### src/rtl/core/tlq_pkg.sv
// types, constants and helpers shared by the two-level task queue
`default_nettype none

package tlq_pkg;

   localparam int QUEUE_DEPTH = 8;
   localparam int TASK_BITS   = 80;
   localparam int WORD_BITS   = 80;
   localparam int LOW_BITS    = 64;
   localparam int HIGH_BITS   = 16;
   localparam int LEVEL_BITS  = 4;
   localparam int PTR_BITS    = (QUEUE_DEPTH > 1) ? $clog2(QUEUE_DEPTH) : 1;
   localparam int FILL_BITS   = $clog2(QUEUE_DEPTH + 1);

   typedef enum logic [1:0] {
      OP_ENQ_NORMAL   = 2'd0,
      OP_ENQ_PRIORITY = 2'd1,
      OP_DEQUEUE      = 2'd2,
      OP_PROMOTE      = 2'd3
   } op_type;

   typedef enum logic [1:0] {
      STATUS_DONE    = 2'd0,
      STATUS_FULL    = 2'd1,
      STATUS_EMPTY   = 2'd2,
      STATUS_NO_ROOM = 2'd3
   } status_type;

   typedef enum logic {
      ST_IDLE,
      ST_EXEC
   } state_type;

   typedef struct packed {
      logic       push_normal;
      logic       push_priority;
      logic       pop_normal;
      logic       pop_priority;
      status_type status;
   } action_type;

   function automatic logic [PTR_BITS-1:0] ptr_next(input logic [PTR_BITS-1:0] ptr);
      logic [PTR_BITS-1:0] result;
      if (ptr == PTR_BITS'(QUEUE_DEPTH - 1)) begin
         result = '0;
      end else begin
         result = ptr + PTR_BITS'(1);
      end
      return result;
   endfunction

endpackage

`default_nettype wire

### src/rtl/core/two_level_task_queue_with_promotion.sv
// two-level task queue: normal and priority fifos in ram, with promotion
//
// channel   ports                                   handshake
// request   req_op, req_task_low, req_task_high     start high while busy low
// response  rsp_status, rsp_out_low, rsp_out_high,  rsp_valid high one cycle
//           rsp_from_priority, rsp_normal_level,
//           rsp_priority_level
//
// in each transaction the accept edge reads both fifo rams,
// the next edge applies pointer, fill and ram write updates and registers
// the response, which is shown while the next transaction may be accepted.
// synchronous reset empties both queues; ram contents stay undefined.
// the receiver cannot stall; busy is high only in the update cycle.
`default_nettype none

module two_level_task_queue_with_promotion (
   input  wire logic         clock,
   input  wire logic         reset,
   input  wire logic         start,
   output logic              busy,
   input  wire logic [1:0]   req_op,
   input  wire logic [63:0]  req_task_low,
   input  wire logic [15:0]  req_task_high,
   output logic              rsp_valid,
   output logic      [1:0]   rsp_status,
   output logic      [63:0]  rsp_out_low,
   output logic      [15:0]  rsp_out_high,
   output logic              rsp_from_priority,
   output logic      [3:0]   rsp_normal_level,
   output logic      [3:0]   rsp_priority_level
);

   localparam int TB = tlq_pkg::TASK_BITS;
   localparam int WB = tlq_pkg::WORD_BITS;
   localparam int PB = tlq_pkg::PTR_BITS;
   localparam int FB = tlq_pkg::FILL_BITS;
   localparam int LB = tlq_pkg::LEVEL_BITS;

   tlq_pkg::state_type  state_ff, state_in;
   tlq_pkg::action_type act_ff, act_in;
   logic [TB-1:0]       task_ff;

   logic [PB-1:0] n_wr_ff, n_wr_in, n_rd_ff, n_rd_in;
   logic [PB-1:0] p_wr_ff, p_wr_in, p_rd_ff, p_rd_in;
   logic [FB-1:0] n_fill_ff, n_fill_in, p_fill_ff, p_fill_in;

   logic          rsp_valid_ff;
   logic [1:0]    rsp_status_ff;
   logic [63:0]   rsp_low_ff;
   logic [15:0]   rsp_high_ff;
   logic          rsp_fromp_ff;
   logic [LB-1:0] rsp_nlevel_ff, rsp_plevel_ff;

   logic          accept;
   logic          exec;
   logic          n_full, p_full, n_empty, p_empty;
   tlq_pkg::op_type op;

   logic [WB-1:0]    req_word;
   logic [TB+WB-1:0] req_word_ext;
   logic [TB-1:0]    req_task;

   logic          n_we, p_we;
   logic [TB-1:0] p_wdata;
   logic [TB-1:0] n_rdata, p_rdata;
   logic [TB-1:0] out_task;
   logic [TB+WB-1:0] out_task_ext;
   logic [WB-1:0] out_word;
   logic [FB+LB-1:0] n_level_ext, p_level_ext;

   assign accept  = start && (state_ff == tlq_pkg::ST_IDLE);
   assign exec    = (state_ff == tlq_pkg::ST_EXEC);
   assign op      = tlq_pkg::op_type'(req_op);
   assign n_full  = (n_fill_ff == FB'(tlq_pkg::QUEUE_DEPTH));
   assign p_full  = (p_fill_ff == FB'(tlq_pkg::QUEUE_DEPTH));
   assign n_empty = (n_fill_ff == '0);
   assign p_empty = (p_fill_ff == '0);

   assign req_word     = {req_task_high, req_task_low};
   assign req_word_ext = {{TB{1'b0}}, req_word};
   assign req_task     = req_word_ext[TB-1:0];

   // next state
   always_comb begin
      state_in = state_ff;
      unique case (state_ff)
         tlq_pkg::ST_IDLE: begin
            if (start) begin
               state_in = tlq_pkg::ST_EXEC;
            end
         end
         tlq_pkg::ST_EXEC: begin
            state_in = tlq_pkg::ST_IDLE;
         end
         default: begin
            state_in = tlq_pkg::ST_IDLE;
         end
      endcase
   end

   // outputs of the sequencer
   always_comb begin
      busy = 1'b0;
      unique case (state_ff)
         tlq_pkg::ST_IDLE: busy = 1'b0;
         tlq_pkg::ST_EXEC: busy = 1'b1;
         default:          busy = 1'b0;
      endcase
   end

   // decision taken on the fill levels at accept
   always_comb begin
      act_in = '{push_normal: 1'b0, push_priority: 1'b0, pop_normal: 1'b0,
                 pop_priority: 1'b0, status: tlq_pkg::STATUS_DONE};
      unique case (op)
         tlq_pkg::OP_ENQ_NORMAL: begin
            if (n_full) begin
               act_in.status = tlq_pkg::STATUS_FULL;
            end else begin
               act_in.push_normal = 1'b1;
            end
         end
         tlq_pkg::OP_ENQ_PRIORITY: begin
            if (p_full) begin
               act_in.status = tlq_pkg::STATUS_FULL;
            end else begin
               act_in.push_priority = 1'b1;
            end
         end
         tlq_pkg::OP_DEQUEUE: begin
            priority if (!p_empty) begin
               act_in.pop_priority = 1'b1;
            end else if (!n_empty) begin
               act_in.pop_normal = 1'b1;
            end else begin
               act_in.status = tlq_pkg::STATUS_EMPTY;
            end
         end
         tlq_pkg::OP_PROMOTE: begin
            priority if (n_empty) begin
               act_in.status = tlq_pkg::STATUS_EMPTY;
            end else if (p_full) begin
               act_in.status = tlq_pkg::STATUS_NO_ROOM;
            end else begin
               act_in.pop_normal    = 1'b1;
               act_in.push_priority = 1'b1;
            end
         end
         default: begin
            act_in.status = tlq_pkg::STATUS_DONE;
         end
      endcase
   end

   // update of pointers, fills and ram writes in the exec cycle
   assign n_we    = exec && act_ff.push_normal;
   assign p_we    = exec && act_ff.push_priority;
   assign p_wdata = act_ff.pop_normal ? n_rdata : task_ff;

   always_comb begin
      n_wr_in   = n_wr_ff;
      n_rd_in   = n_rd_ff;
      p_wr_in   = p_wr_ff;
      p_rd_in   = p_rd_ff;
      n_fill_in = n_fill_ff;
      p_fill_in = p_fill_ff;
      if (exec) begin
         if (act_ff.push_normal) begin
            n_wr_in = tlq_pkg::ptr_next(n_wr_ff);
         end
         if (act_ff.pop_normal) begin
            n_rd_in = tlq_pkg::ptr_next(n_rd_ff);
         end
         if (act_ff.push_priority) begin
            p_wr_in = tlq_pkg::ptr_next(p_wr_ff);
         end
         if (act_ff.pop_priority) begin
            p_rd_in = tlq_pkg::ptr_next(p_rd_ff);
         end
         n_fill_in = n_fill_ff + FB'(act_ff.push_normal) - FB'(act_ff.pop_normal);
         p_fill_in = p_fill_ff + FB'(act_ff.push_priority) - FB'(act_ff.pop_priority);
      end
   end

   // dequeued task for the response
   always_comb begin
      priority if (act_ff.pop_priority) begin
         out_task = p_rdata;
      end else if (act_ff.pop_normal && !act_ff.push_priority) begin
         out_task = n_rdata;
      end else begin
         out_task = '0;
      end
   end

   assign out_task_ext = {{WB{1'b0}}, out_task};
   assign out_word     = out_task_ext[WB-1:0];
   assign n_level_ext  = {{LB{1'b0}}, n_fill_in};
   assign p_level_ext  = {{LB{1'b0}}, p_fill_in};

   always_ff @(posedge clock) begin
      if (reset) begin
         state_ff     <= tlq_pkg::ST_IDLE;
         n_wr_ff      <= '0;
         n_rd_ff      <= '0;
         p_wr_ff      <= '0;
         p_rd_ff      <= '0;
         n_fill_ff    <= '0;
         p_fill_ff    <= '0;
         rsp_valid_ff <= 1'b0;
         act_ff       <= '{push_normal: 1'b0, push_priority: 1'b0, pop_normal: 1'b0,
                           pop_priority: 1'b0, status: tlq_pkg::STATUS_DONE};
      end else begin
         state_ff     <= state_in;
         n_wr_ff      <= n_wr_in;
         n_rd_ff      <= n_rd_in;
         p_wr_ff      <= p_wr_in;
         p_rd_ff      <= p_rd_in;
         n_fill_ff    <= n_fill_in;
         p_fill_ff    <= p_fill_in;
         rsp_valid_ff <= exec;
         if (accept) begin
            act_ff <= act_in;
         end
      end
   end

   always_ff @(posedge clock) begin
      if (accept) begin
         task_ff <= req_task;
      end
      if (exec) begin
         rsp_status_ff <= act_ff.status;
         rsp_low_ff    <= out_word[tlq_pkg::LOW_BITS-1:0];
         rsp_high_ff   <= out_word[WB-1:tlq_pkg::LOW_BITS];
         rsp_fromp_ff  <= act_ff.pop_priority;
         rsp_nlevel_ff <= n_level_ext[LB-1:0];
         rsp_plevel_ff <= p_level_ext[LB-1:0];
      end
   end

   tlq_ram #(
      .WIDTH     (TB),
      .DEPTH     (tlq_pkg::QUEUE_DEPTH),
      .ADDR_BITS (PB)
   ) u_normal_ram (
      .clock   (clock),
      .wr_en   (n_we),
      .wr_addr (n_wr_ff),
      .wr_data (task_ff),
      .rd_en   (accept),
      .rd_addr (n_rd_ff),
      .rd_data (n_rdata)
   );

   tlq_ram #(
      .WIDTH     (TB),
      .DEPTH     (tlq_pkg::QUEUE_DEPTH),
      .ADDR_BITS (PB)
   ) u_priority_ram (
      .clock   (clock),
      .wr_en   (p_we),
      .wr_addr (p_wr_ff),
      .wr_data (p_wdata),
      .rd_en   (accept),
      .rd_addr (p_rd_ff),
      .rd_data (p_rdata)
   );

   assign rsp_valid          = rsp_valid_ff;
   assign rsp_status         = rsp_status_ff;
   assign rsp_out_low        = rsp_low_ff;
   assign rsp_out_high       = rsp_high_ff;
   assign rsp_from_priority  = rsp_fromp_ff;
   assign rsp_normal_level   = rsp_nlevel_ff;
   assign rsp_priority_level = rsp_plevel_ff;

endmodule

`default_nettype wire

### src/rtl/core/tlq_ram.sv
// simple dual-port synchronous ram with registered read data
`default_nettype none

module tlq_ram #(
   parameter int WIDTH     = 80,
   parameter int DEPTH     = 8,
   parameter int ADDR_BITS = 3
) (
   input  wire logic                 clock,
   input  wire logic                 wr_en,
   input  wire logic [ADDR_BITS-1:0] wr_addr,
   input  wire logic [WIDTH-1:0]     wr_data,
   input  wire logic                 rd_en,
   input  wire logic [ADDR_BITS-1:0] rd_addr,
   output logic      [WIDTH-1:0]     rd_data
);

   logic [WIDTH-1:0] mem [0:DEPTH-1];
   logic [WIDTH-1:0] rd_data_ff;

   always_ff @(posedge clock) begin
      if (wr_en) begin
         mem[wr_addr] <= wr_data;
      end
   end

   always_ff @(posedge clock) begin
      if (rd_en) begin
         rd_data_ff <= mem[rd_addr];
      end
   end

   assign rd_data = rd_data_ff;

endmodule

`default_nettype wire

### config.mk
export PLATFORM = sky130hd
export DESIGN_NAME = two_level_task_queue_with_promotion
export DESIGN_NICKNAME = d
export VERILOG_FILES = /design/src/rtl/core/tlq_pkg.sv /design/src/rtl/core/two_level_task_queue_with_promotion.sv /design/src/rtl/core/tlq_ram.sv
export SDC_FILE = /design/constraint.sdc
export NUM_CORES = 2
export LEC_CHECK = 0
export BUFFER_PORTS_ARGS = -buffer_cell sky130_fd_sc_hd__buf_2
export CAP_MARGIN = 15
export CORE_MARGIN = 2
export CORE_UTILIZATION = 25
export CTS_BUF_LIST = sky130_fd_sc_hd__clkbuf_16
export DETAILED_ROUTE_END_ITERATION = 12
export PLACE_DENSITY = 0.47
export SYNTH_ARGS = -nofsm -noshare
export SYNTH_HDL_FRONTEND = slang
export SYNTH_SLANG_ARGS = --single-unit
### constraint.sdc
create_clock -name clock -period 10.3 [get_ports clock]
set_input_delay 1.03 -clock clock [delete_from_list [all_inputs] [get_ports clock]]
set_output_delay 1.03 -clock clock [all_outputs]
set_load 0.02 [all_outputs]
==> summary.txt <==
Global route
  • Largest net degree at the start of global routing: 101
  • First-pass GRT wire length: between 200000 and 250000 um
  • Grt total ovfl: 0
  • Initial antenna violation count: 10
  • Tot GR Track Use: 0.115
  • Vias in the first global route: 28599

CTS
  • Post-CTS resize count: 0
  • Worst-Skew Late Latency: 0.81 ns
  • CTS tree: built
  • Clk slew on worst S/H paths: 0.06 ns
  • Cts bufs inserted: ~180
  • Root Buffer: clkbuf_16
  • Clk sink count: 1639
  • Clock buffer depth: 3
  • H-tree depth: 4
  • CTS Hold Buffers Added: 0
  • Postcts setup bufs: 0

Power and ir drop
  • Leakage Power: ~23 nW
  • Peak VDD IR: ~0.17 mV
  • Pwr Density: 190 mW/mm2

Yosys
  • Synth Cell Area: between 0.06 and 0.07 mm2
  • Mapped Cells: 2576
  • Yosys cell types: 44
  • Syn nets: 2683
  • Synthesized area per cell: 24.1 um2
  • Seq/Total Area, Yosys: 0.788
  • Ys Warns: 0
  • Synth Flop Type: edfxtp_1
  • Post-synth ARST share: 0
  • EDFF count, synth: ~1600
  • Number of synthesized register bits: between 1500 and 2000

Detailed routing
  • Final WL: ~150000 um
  • First-pass detailed-route iteration total: 7
  • Vias: 26696
  • Iteration-0 DRC Markers: 2162
  • Metal-1 WL: 67600 um
  • Top Metal Used: met5
  • DR vias/cell: 4.22
  • WL per Instance: 23.1 um
  • # DRC: 0
  • Met3 wire len: between 6000 and 7000 um
  • Met2 WL: 69400 um
  • Post-DRT Antenna Nets: 0

Worst hold path
  • Min-delay worst type: in2reg
  • Hold path start: req_task_low[60]
  • Hold endpoint: task_ff[60]
  • Hold Crit Depth: 1

STA
  • Fmax: around 220 MHz
  • Worst Clk Skew: 0.0317 ns
  • Tightest Pin Transition: 1.14 ns
  • Fin crit share: 0.449
  • Slew Limit Fails: 0
  • Setup tns final: 0 ns
  • Fin crit period: 4.63 ns
  • Slew HR: 0.237
  • # setup viols final: 0
  • RSZ-0062 raised after global routing: no
  • Fin. Hold Viols: 0

Floorplan
  • Std-Cell Core Area: roughly 0.25 mm2
  • Ports: 178
  • Initial Utilization: 0.252
  • Die area: 0.252 mm2
  • FP Rows: 182
  • Die Y: approximately 500 um
  • Die width: 502 um

Job
  • MaxCap Viol Count: 0

Placement
  • I/O Buffers: 177
  • GPL Wtd Cong: 0.679
  • Placed cell areas: 0.0669 mm2
  • Post-DP HPWL: 79700 um

Setup path
  • R2R depth: 6
  • Critical path type: reg2reg
  • WP data required: 10.71 ns
  • CP endpoint kind: flip-flop
  • RR Startpoint: exec
  • CP max FO: just over 50
  • R2r endpoint: u_normal_ram.mem[3][64]
  • Worst reg-to-reg setup slack: 5.67 ns
  • CP startpoint kind: flip-flop
  • CP arrival: approximately 5 ns

Cells and area
  • Register area: 0.0490 mm2
  • Share of layout cells above drive strength 1: 0.353
  • Filler Cells Inserted: around 24000
  • Commonest non-fill, non-tap cell in the layout: edfxtp_1
  • Layout Cell Area excl Fill: 0.0725 mm2
  • NumNets Final: 2973
  • Most frequent cells in the layout: edfxtp_1, mux4_2, clkbuf_16
  • Area Overhead vs Synth: 16.8%
  • Area of the multi-input gates: 0.0124 mm2

Status
  • Outcome: finished, final reports clean
-- power by group --
group	internal, W	switching (W)
clock network	0.00343	0.00268
logic	0.0000611	0.000149
registers	0.00740	0.0000746
-- sequential cells by signal, summed over array words and instances, names as in the netlist, 4 cells and up --
name                    count
act_ff                      6
p_fill_ff                   4
rsp_priority_level          4
u_priority_ram.mem        640
u_normal_ram.rd_data       80
rsp_out_low                64
rsp_normal_level            4
n_fill_ff                   4
task_ff                    80
u_normal_ram.mem          640
u_priority_ram.rd_data     80
rsp_out_high               16
-- routing by layer --
| layer | global-route usage | vias up |
|---|---|---|
| met2 | 0.184 | 591 |
| li1 | - | 11505 |
| met5 | 0 | - |
| met4 | 0.0291 | 4 |
| met1 | 0.161 | 14393 |
| met3 | 0.0220 | 203 |
-- kinds of logic after synthesis --
kind of cell,count (synthesis),synth area share
xor gates and xnor gates,2,0.000282
buffers and inverters,143,0.0143
DFF,1639,0.788
AOI/OAI and AO/OA,106,0.0138
and+or+nand+nor,95,0.00812
muxes,569,0.171
adders and majority gates,22,0.00468
-- Yosys cell counts (3+ instances only) --
cell type | instances | area, um2
a22o_1 | 80 | 701
nand2b_1 | 4 | 25.0
nor2b_1 | 9 | 56.3
nor3_1 | 8 | 40.0
nor4b_1 | 3 | 26.3
a21oi_1 | 16 | 80.1
buf_2 | 28 | 140
inv_1 | 16 | 60.1
nand3_1 | 7 | 35.0
nor2_1 | 21 | 78.8
buf_12 | 18 | 360
dfxtp_1 | 28 | 561
mux2_4 | 156 | 2340
nand2_1 | 23 | 86.3
ha_1 | 20 | 250
buf_1 | 3 | 11.3
mux2_1 | 3 | 33.8
nand4b_1 | 4 | 35.0
mux4_2 | 318 | 7160
mux2i_1 | 9 | 90.1
mux2_2 | 81 | 912
nor3b_1 | 6 | 45.0
clkbuf_1 | 73 | 274
edfxtp_1 | 1611 | 48400
-- cell type report --
class | count | share of cell area
clock inverters | 149 | 0.0147
diodes | 1 | 0.0000345
repair buffers | 235 | 0.0189
multi-input cells | 794 | 0.171
clock buffers | 181 | 0.0625
well taps | 3312 | 0.0571
flip-flops and latches | 1639 | 0.675
inverters | 17 | 0.000983
-- critical path: stages, from the launching register on --
cell and delay, ns:
dfxtp_4 0.68, buf_4 0.62, buf_4 0.83, nand3_1 0.35, nor2_4 0.19, buf_4 0.60
buf_4 0.86
-- how the worst max path moves through the flow --
stage / start / endpoint / depth (start not counted)
2_1_floorplan: exec / u_priority_ram.mem[5][0] / 4
3_3_place_gp: exec / u_normal_ram.mem[3][66] / 6
3_5_place_dp: exec / u_normal_ram.mem[3][66] / 6
4_1_cts: exec / u_normal_ram.mem[3][7] / 6
5_1_grt: exec / u_normal_ram.mem[3][7] / 6
6_report: exec / u_normal_ram.mem[3][64] / 6
-- through the flow --
step                      worst slack (ns)  hold WS [ns]  instances  total power, W  utilization
after floorplan                      0.879         0.408       2576         0.00770            -
after global placement                5.44         0.438       5997         0.00783        0.272
after detailed placement              5.42         0.427       5997         0.00784        0.272
after CTS                             5.37         0.310       6327          0.0140        0.294
after global routing                  5.29         0.330       6328          0.0143        0.294
final                                 5.67         0.393       6328          0.0138        0.294
Note: power is estimated with default switching activity, not from simulation.
